`src/rtl/rvdec_pkg.sv`:
```
// Shared types and constants for the RV32IMA decode stage.
// Holds opcodes, exception codes and the packed beat layouts used by the
// top level and its port checker. No dependencies.
package rvdec_pkg;

  // Major opcodes, insn[6:0]
  localparam logic [6:0] OPC_LUI     = 7'h37;
  localparam logic [6:0] OPC_AUIPC   = 7'h17;
  localparam logic [6:0] OPC_JAL     = 7'h6f;
  localparam logic [6:0] OPC_JALR    = 7'h67;
  localparam logic [6:0] OPC_BRANCH  = 7'h63;
  localparam logic [6:0] OPC_LOAD    = 7'h03;
  localparam logic [6:0] OPC_STORE   = 7'h23;
  localparam logic [6:0] OPC_OPIMM   = 7'h13;
  localparam logic [6:0] OPC_OP      = 7'h33;
  localparam logic [6:0] OPC_AMO     = 7'h2f;
  localparam logic [6:0] OPC_MISCMEM = 7'h0f;
  localparam logic [6:0] OPC_SYSTEM  = 7'h73;

  // Full words of the two environment calls
  localparam logic [31:0] WORD_ECALL  = 32'h0000_0073;
  localparam logic [31:0] WORD_EBREAK = 32'h0010_0073;

  // Exception codes, cause plus one
  localparam logic [4:0] EXC_NONE    = 5'd0;
  localparam logic [4:0] EXC_ILLEGAL = 5'd3;
  localparam logic [4:0] EXC_BREAK   = 5'd4;
  localparam logic [4:0] EXC_ECALL   = 5'd12;

  // funct7 values
  localparam logic [6:0] F7_BASE = 7'h00;
  localparam logic [6:0] F7_MUL  = 7'h01;
  localparam logic [6:0] F7_ALT  = 7'h20;

  // AMO funct5 of load-reserved
  localparam logic [4:0] AMO_LR = 5'h02;

  localparam int IN_BITS  = 120;
  localparam int OUT_BITS = 104;

  // Input beat, last field listed in the lowest bits
  typedef struct packed {
    logic [4:0]  pad;
    logic [4:0]  mem_rd;
    logic        mem_writes_rd;
    logic        mem_valid;
    logic [4:0]  ex_rd;
    logic        ex_writes_rd;
    logic        ex_valid;
    logic [31:0] in_tval;
    logic [4:0]  in_exception;
    logic [31:0] pc;
    logic [31:0] insn;
  } in_item_t;

  // Result beat, last field listed in the lowest bits
  typedef struct packed {
    logic [5:0]         pad;
    logic [31:0]        trap_value;
    logic [4:0]         exception_code;
    logic [11:0]        csr_number;
    logic signed [31:0] immediate;
    logic               writes_dest;
    logic [4:0]         src2_reg;
    logic [4:0]         src1_reg;
    logic [4:0]         dest_reg;
    logic               stall_res;
  } out_item_t;

endpackage

```
`src/rtl/rv32ima_decode_with_hazard_stall.sv`:
```
// RV32IMA decode stage with EX/MEM hazard stall detection.
// Input register, combinational decode, result register. Uses rvdec_pkg.
//
//  channel | dir | beat contents
//  s_axis  | in  | insn, pc, in_exception, in_tval, EX and MEM destination status
//  m_axis  | out | register indices, writes flag, immediate, CSR, exception, stall
//
// One beat per clock unless m_axis stalls; registered at input and output.
// The decode is one pass of combinational logic between the two registers.
// rst clears both valid flags; payload registers are not reset.
// A stalled output holds its beat; one further beat waits in the input register.
module rv32ima_decode_with_hazard_stall
  import rvdec_pkg::*;
(
  input  logic                clk,
  input  logic                rst,
  input  logic                s_axis_tvalid,
  output logic                s_axis_tready,
  // low to high: insn, pc, in_exception, in_tval, ex_valid, ex_writes_rd, ex_rd,
  // mem_valid, mem_writes_rd, mem_rd, zero pad
  input  logic [IN_BITS-1:0]  s_axis_tdata,
  output logic                m_axis_tvalid,
  input  logic                m_axis_tready,
  // low to high: stall_res, dest_reg, src1_reg, src2_reg, writes_dest, immediate,
  // csr_number, exception_code, trap_value, zero pad
  output logic [OUT_BITS-1:0] m_axis_tdata
);

  logic      in_valid;
  in_item_t  in_item;
  logic      out_valid;
  out_item_t out_item;
  logic      adv_out;
  out_item_t dec;

  assign adv_out       = !out_valid || m_axis_tready;
  assign s_axis_tready = !in_valid || adv_out;
  assign m_axis_tvalid = out_valid;
  assign m_axis_tdata  = out_item;

  always_ff @(posedge clk) begin
    if (rst) begin
      in_valid  <= 1'b0;
      out_valid <= 1'b0;
    end else begin
      if (s_axis_tready) begin
        in_valid <= s_axis_tvalid;
      end
      if (adv_out) begin
        out_valid <= in_valid;
      end
    end
  end

  always_ff @(posedge clk) begin
    if (s_axis_tvalid && s_axis_tready) begin
      in_item <= in_item_t'(s_axis_tdata);
    end
    if (adv_out && in_valid) begin
      out_item <= dec;
    end
  end

  // Decode
  logic [31:0] i;
  logic [6:0]  op;
  logic [2:0]  f3;
  logic [6:0]  f7;
  logic [4:0]  rs1, rs2;
  logic [31:0] imm;
  logic [11:0] csr;
  logic        wr, use1, use2, legal;
  logic [4:0]  exc;
  logic [31:0] tval;
  logic        h1, h2;

  assign i   = in_item.insn;
  assign op  = i[6:0];
  assign f3  = i[14:12];
  assign f7  = i[31:25];
  assign rs1 = i[19:15];
  assign rs2 = i[24:20];

  always_comb begin
    imm   = '0;
    csr   = '0;
    wr    = 1'b0;
    use1  = 1'b0;
    use2  = 1'b0;
    legal = 1'b1;
    exc   = in_item.in_exception;
    tval  = in_item.in_tval;
    h1    = 1'b0;
    h2    = 1'b0;
    if (in_item.in_exception == EXC_NONE) begin
      case (op)
        OPC_LUI, OPC_AUIPC: begin
          wr  = 1'b1;
          imm = {i[31:12], 12'h000};
        end
        OPC_JAL: begin
          wr  = 1'b1;
          imm = {{11{i[31]}}, i[31], i[19:12], i[20], i[30:21], 1'b0};
        end
        OPC_JALR: begin
          use1  = 1'b1;
          wr    = 1'b1;
          imm   = {{20{i[31]}}, i[31:20]};
          legal = (f3 == 3'd0);
        end
        OPC_BRANCH: begin
          use1  = 1'b1;
          use2  = 1'b1;
          imm   = {{19{i[31]}}, i[31], i[7], i[30:25], i[11:8], 1'b0};
          legal = !(f3 inside {3'd2, 3'd3});
        end
        OPC_LOAD: begin
          use1  = 1'b1;
          wr    = 1'b1;
          imm   = {{20{i[31]}}, i[31:20]};
          legal = f3 inside {3'd0, 3'd1, 3'd2, 3'd4, 3'd5};
        end
        OPC_STORE: begin
          use1  = 1'b1;
          use2  = 1'b1;
          imm   = {{20{i[31]}}, i[31:25], i[11:7]};
          legal = (f3 <= 3'd2);
        end
        OPC_OPIMM: begin
          use1 = 1'b1;
          wr   = 1'b1;
          imm  = {{20{i[31]}}, i[31:20]};
          if (f3 == 3'd1) begin
            legal = (f7 == F7_BASE);
          end
          if (f3 == 3'd5) begin
            legal = (f7 == F7_BASE) || (f7 == F7_ALT);
          end
        end
        OPC_OP: begin
          use1  = 1'b1;
          use2  = 1'b1;
          wr    = 1'b1;
          legal = (f7 == F7_BASE) || (f7 == F7_MUL) ||
                  ((f7 == F7_ALT) && (f3 inside {3'd0, 3'd5}));
        end
        OPC_AMO: begin
          use1 = 1'b1;
          use2 = 1'b1;
          wr   = 1'b1;
          if (i[31:27] == AMO_LR) begin
            use2  = 1'b0;
            legal = (f3 == 3'd2) && (rs2 == 5'd0);
          end else if (i[31:27] inside {5'h00, 5'h01, 5'h03, 5'h04, 5'h08,
                                        5'h0c, 5'h10, 5'h14, 5'h18, 5'h1c}) begin
            legal = (f3 == 3'd2);
          end else begin
            legal = 1'b0;
          end
        end
        OPC_MISCMEM: begin
          legal = (f3 == 3'd0);
        end
        OPC_SYSTEM: begin
          if (f3 == 3'd0) begin
            if (i == WORD_ECALL) begin
              exc = EXC_ECALL;
            end else if (i == WORD_EBREAK) begin
              exc = EXC_BREAK;
            end else begin
              legal = 1'b0;
            end
            tval = (i == WORD_EBREAK) ? in_item.pc : 32'h0;
          end else if (f3 != 3'd4) begin
            csr  = i[31:20];
            wr   = 1'b1;
            use1 = (f3 <= 3'd3);
          end else begin
            legal = 1'b0;
          end
        end
        default: begin
          legal = 1'b0;
        end
      endcase
      if (!legal) begin
        exc  = EXC_ILLEGAL;
        tval = i;
      end
      if (exc == EXC_NONE) begin
        // register zero never waits on a pending write
        h1 = use1 && (rs1 != 5'd0) &&
             ((in_item.ex_valid && in_item.ex_writes_rd && in_item.ex_rd == rs1) ||
              (in_item.mem_valid && in_item.mem_writes_rd && in_item.mem_rd == rs1));
        h2 = use2 && (rs2 != 5'd0) &&
             ((in_item.ex_valid && in_item.ex_writes_rd && in_item.ex_rd == rs2) ||
              (in_item.mem_valid && in_item.mem_writes_rd && in_item.mem_rd == rs2));
        tval = 32'h0;
      end
    end
  end

  always_comb begin
    dec                = '0;
    dec.stall_res      = h1 || h2;
    dec.dest_reg       = i[11:7];
    dec.src1_reg       = rs1;
    dec.src2_reg       = rs2;
    dec.writes_dest    = wr;
    dec.immediate      = imm;
    dec.csr_number     = csr;
    dec.exception_code = exc;
    dec.trap_value     = tval;
  end

endmodule

```
`config.mk`:
```
export PLATFORM = sky130hd
export DESIGN_NAME = rv32ima_decode_with_hazard_stall
export DESIGN_NICKNAME = d
export VERILOG_FILES = /design/src/rtl/rvdec_pkg.sv /design/src/rtl/rv32ima_decode_with_hazard_stall.sv
export SDC_FILE = /design/constraint.sdc
export NUM_CORES = 1
export LEC_CHECK = 0
export BUFFER_PORTS_ARGS = -buffer_cell sky130_fd_sc_hd__buf_2
export CAP_MARGIN = 20
export CORE_UTILIZATION = 45
export CTS_CLUSTER_SIZE = 25
export DETAILED_ROUTE_END_ITERATION = 10
export PLACE_DENSITY = 0.7
export SKIP_LAST_GASP = 1
export SYNTH_ARGS = -nofsm -noshare
export SYNTH_HDL_FRONTEND = slang
export SYNTH_SLANG_ARGS = --single-unit
```
`constraint.sdc`:
```
create_clock -name clk -period 17.75 [get_ports clk]
set_clock_uncertainty 0.15 [all_clocks]
set_input_delay 3.55 -clock clk [delete_from_list [all_inputs] [get_ports clk]]
set_output_delay 3.55 -clock clk [all_outputs]
set_load 0.02 [all_outputs]
```
======== After elaboration in Yosys (flattened, before gate mapping) ========
Cells that the tools add are included.
operators by class
  $lt $le $gt $ge ......................... 2
  equal/unequal tests ..................... 36
  muxes and demuxes ....................... 37
  bitwise gates (word level) .............. 3
  reductions and logical operators ........ 45
operators with widths
  kind                                                                number
  32-bit two-way mux                                                  6
  32-bit one-hot mux with 5 select lines                              1
  7-bit by 6-bit == test with 1-bit output (second input constant)    5
  5-bit two-way mux                                                   7
  32-bit by 21-bit == test with 1-bit output (second input constant)  1
  32-bit by 7-bit == test with 1-bit output (second input constant)   1
  7-bit == test (second input constant)                               4
  5-bit == test                                                       4
  5-bit == test (second input constant)                               4
  5-bit zero test                                                     4
  1-bit two-way mux                                                   19
  5-bit nonzero test                                                  3
  7-bit by 5-bit == test with 1-bit output (second input constant)    2
  1-bit logical AND                                                   14
  5-bit by 2-bit == test with 1-bit output (second input constant)    2
  5-bit by 4-bit == test with 1-bit output (second input constant)    2
  10-bit nonzero test                                                 1
  1-bit one-hot mux with 9 select lines                               1
  3-bit OR reduction                                                  3
  1-bit logical OR                                                    8
  8-bit OR reduction                                                  1
  7-bit by 1-bit == test with 1-bit output (second input constant)    1
  7-bit by 2-bit == test with 1-bit output (second input constant)    1
  7-bit by 4-bit == test with 1-bit output (second input constant)    1
  16 further kinds                                                    27
word-level totals
  register bits ........................... 215
  input port bits ......................... 124
  output and inout port bits .............. 106
  logic and storage cells ................. 144

======== Depth between registers and ports, before layout ========
  word-level depth ........................ 12
  gate-level depth with buffers ........... 8
  gate-level depth less buffers ........... 6

======== Worst setup path before layout ========
Ideal clock, no wire load.
  path kind ............................... in2reg
  start point ............................. in m_axis_tready
  end point ............................... reg out_item (netlist bit m_axis_tdata[0]), enable pin
  library setup time ...................... 0.567 ns
  arrival time ............................ 7.970 ns
  data required time ...................... 17.033 ns
  path slack .............................. 9.062 ns
  stages on the path ...................... 2
  path buffers ............................ 0
  path through ............................ nor2b_1 > nor2b_1
on the way
  cells in the longest elaborated chain, start to end .. 2
ends and longest elaborated chain
  item                  RTL line                                source
  start, declared       rv32ima_decode_with_hazard_stall.sv:23  input logic m_axis_tready,
  1-bit logical OR      rv32ima_decode_with_hazard_stall.sv:36  assign adv_out = !out_valid || m_axis_tready;
  1-bit logical AND     rv32ima_decode_with_hazard_stall.sv:59  if (adv_out && in_valid) begin
  end signal, assigned  rv32ima_decode_with_hazard_stall.sv:60  out_item <= dec;
  end, declared         rv32ima_decode_with_hazard_stall.sv:32  out_item_t out_item;
No other way between the ends.
A chain may end at the register's enable or synchronous reset.

======== Worst setup path in the final report ========
  start point ............................. in m_axis_tready
  end point ............................... out s_axis_tready
on the way
  cells in the longest elaborated chain, start to end .. 2
ends and longest elaborated chain
  item              RTL line                                source
  1-bit logical OR  rv32ima_decode_with_hazard_stall.sv:36
  1-bit logical OR  rv32ima_decode_with_hazard_stall.sv:37  assign s_axis_tready = !in_valid || adv_out;
  end, declared     rv32ima_decode_with_hazard_stall.sv:18  output logic s_axis_tready,
No other way between the ends.

==> impl_metrics.json <==
{
  "status": "completed",
  "io_buffers": 218,
  "final_area_um2": 10600,
  "report.final.setup_viol": 0,
  "grt_antenna_before_repair": 1,
  "dp.cells": 984,
  "maxCapViolations": 0,
  "numCtsBuffers": 23,
  "drt_drc_violations_left": 0,
  "finalNonFillerCells": 1029,
  "synth-compound-area-share_pct": 10.0,
  "path_class": "in2out",
  "syn_area_um2": 8620,
  "slew_headroom_pct": 28.2,
  "rows": 50,
  "drt-pass1-iter-count": 5,
  "hold_path_class": "reg2reg",
  "rsz0062_at_grt": "false",
  "grt_pass1_vias": 5738,
  "htree_levels": 1,
  "yosys-top-cells-count": "edfxtp_1, a22oi_1, nand2_1",
  "final-max-slew-violation-count": 0,
  "totalPowerFinal_uw": 1120,
  "worstPathArrival_ps": 4250,
  "area_growth_pct": 22.6,
  "cts_setup_buffers": 0,
  "period_share_pct": 44.8,
  "clock-sinks": 215,
  "power_density_nw_per_um2": 106,
  "total_leakage_power_uw": 0.00401,
  "hold_ws_ps": 297,
  "grt.total_usage_pct": 21.5,
  "synth_cell_types": 60,
  "clk_pin_slew_ps": 60,
  "drive_above_1_share_pct": 39.0,
  "die_w_um": 140,
  "cts_tree": "yes",
  "critPathLaunchType": "input pin",
  "ant_nets": 0,
  "synthArstFlopShare_pct": 0,
  "muxShareOfSynthArea_pct": 0.131,
  "post_drt_via_cell_ratio": 5.41,
  "dieArea_um2": 19700,
  "start_util_pct": 46.0,
  "die_y_um": 140,
  "yosys.area_share.simple_pct": 8.94,
  "synth_flop_cell": "edfxtp_1",
  "routed_wl_um": 21200,
  "gp_congestion": 0.864,
  "synth_seq_cells": 215,
  "totalNegativeSetupSlack_ps": 0,
  "ys.warnings.count": 0,
  "synth_adder_area_share_pct": 0,
  "core_um2": 18800,
  "postPlaceCellArea_um2": 9850,
  "syn_inst": 557,
  "io_pins": 230,
  "num_vias": 5572,
  "synthXorXnorAreaFrac_pct": 2.23,
  "cts-root-buf": "clkbuf_16",
  "worst_pin_slew_ps": 1080,
  "drtIter0Drc": 448,
  "fmax_ghz": 0.126,
  "place_hpwl_um": 14100,
  "ir_drop_mv": 0.0734,
  "grt_pass1_wl_um": 32100,
  "yosysTopAreaCell": "edfxtp_1",
  "clock_latency_ps": 520,
  "synth_area_leaders": "edfxtp_1, a22oi_1, o21ai_2",
  "critPathRequiredTime_ps": 14050,
  "hold_viol_final": 0,
  "synth_edf_count": 213,
  "ys_seq_area_share_pct": 74.6,
  "syn_avg_cell_area_um2": 15.5,
  "fin_nets": 902,
  "overflow": 0,
  "path_max_fanout": 4,
  "cts.repair.resized": 0,
  "post-route-min-period_ps": 7950,
  "hold_buffers": 0,
  "synth_most_common_cell": "edfxtp_1",
  "synth_top_area_share_pct": 74.2,
  "cp-end-kind": "primary output",
  "grt_max_degree": 85,
  "wl_per_cell_um": 20.6,
  "clk_path_buf_depth": 3,
  "synth_top_family_by_area": "compound AO/OA/AOI/OAI gates"
}
## worst max-delay path, stage by stage
cell	delay, ps
buf_2	100
nor2b_1	300
nand2_1	130
buf_2	180
## path summary, 6_finish.rpt
kind                                     from          endpoint  slack, ps  cells after the start
worst max-delay path            m_axis_tready     s_axis_tready       9800                      4
worst min-delay path              in_item[68]  m_axis_tdata[65]        300                      0
worst max register to register           i[3]  m_axis_tdata[86]      14400                      7
worst min register to register    in_item[68]  m_axis_tdata[65]        300                      0
## flip-flops by register name, indices dropped and copies added, names as in the netlist
register / count
i: 32
in_item: 83
in_valid: 1
m_axis_tdata: 98
m_axis_tvalid: 1
## final cells by class
class | count | area, µm²
multi-input combinational | 284 | 1880
antenna | 1 | 2.50
inverter | 27 | 101
tap | 234 | 293
fill | 1542 | 8190
clock buffer | 27 | 591
timing repair buffer | 227 | 1170
sequential | 215 | 6440
clock inverter | 14 | 100
## stage by stage
step	setup slack, ps	utilization, %
after floorplan	9060	-
after global placement	9830	52.5
after detailed placement	9800	52.5
after CTS	9790	56.1
after global routing	9730	56.3
final	9800	56.3
## layer usage
metal  routed length [µm]  global-route usage [%]  vias to the layer above
met5                    0                       0                        -
met4                  614                    8.27                        0
met3                 1670                    5.03                       46
met2                10100                    34.6                      261
met1                 8780                    28.3                     2708
li1                     -                       -                     2557
## where the power goes
| group | internal (µW) | switching, µW | total [µW] | leakage (µW) |
|---|---|---|---|---|
| sequential | 590 | 17.8 | 607 | 0.00203 |
| combinational | 27.9 | 47.8 | 75.7 | 0.00164 |
| clock | 252 | 188 | 441 | 0.000341 |
| total | 870 | 254 | 1120 | 0.00401 |
## logic make-up after synthesis
logic type / after synthesis
buf+inv: 63
flops: 215
other cells: 1
simple gates: 136
xor+xnor: 22
compound gates: 119
mux: 1
## cells in the final DEF, fill, tap and decap left out, types with 2 or more instances in the layout
cell type,n
a211oi_1,3
a21oi_1,25
a22oi_1,36
a31oi_1,4
and2_1,2
and3_1,16
and3_2,3
buf_2,218
buf_4,7
clkbuf_1,4
clkbuf_16,23
clkinv_1,4
clkinv_2,6
conb_1,6
dfxtp_1,2
edfxtp_1,213
inv_1,27
nand2_1,35
nand3_1,3
nand4_1,6
nand4b_1,2
nor2_1,23
nor2b_1,5
nor3_1,5
nor4_1,8
nor4_2,2
o21ai_0,4
o21ai_1,3
o21ai_2,30
o31ai_1,2
or2_1,3
or2_2,3
or3_1,5
or4_1,2
xnor2_1,4
xor2_1,18
Note: power is estimated with default switching activity, not from simulation.
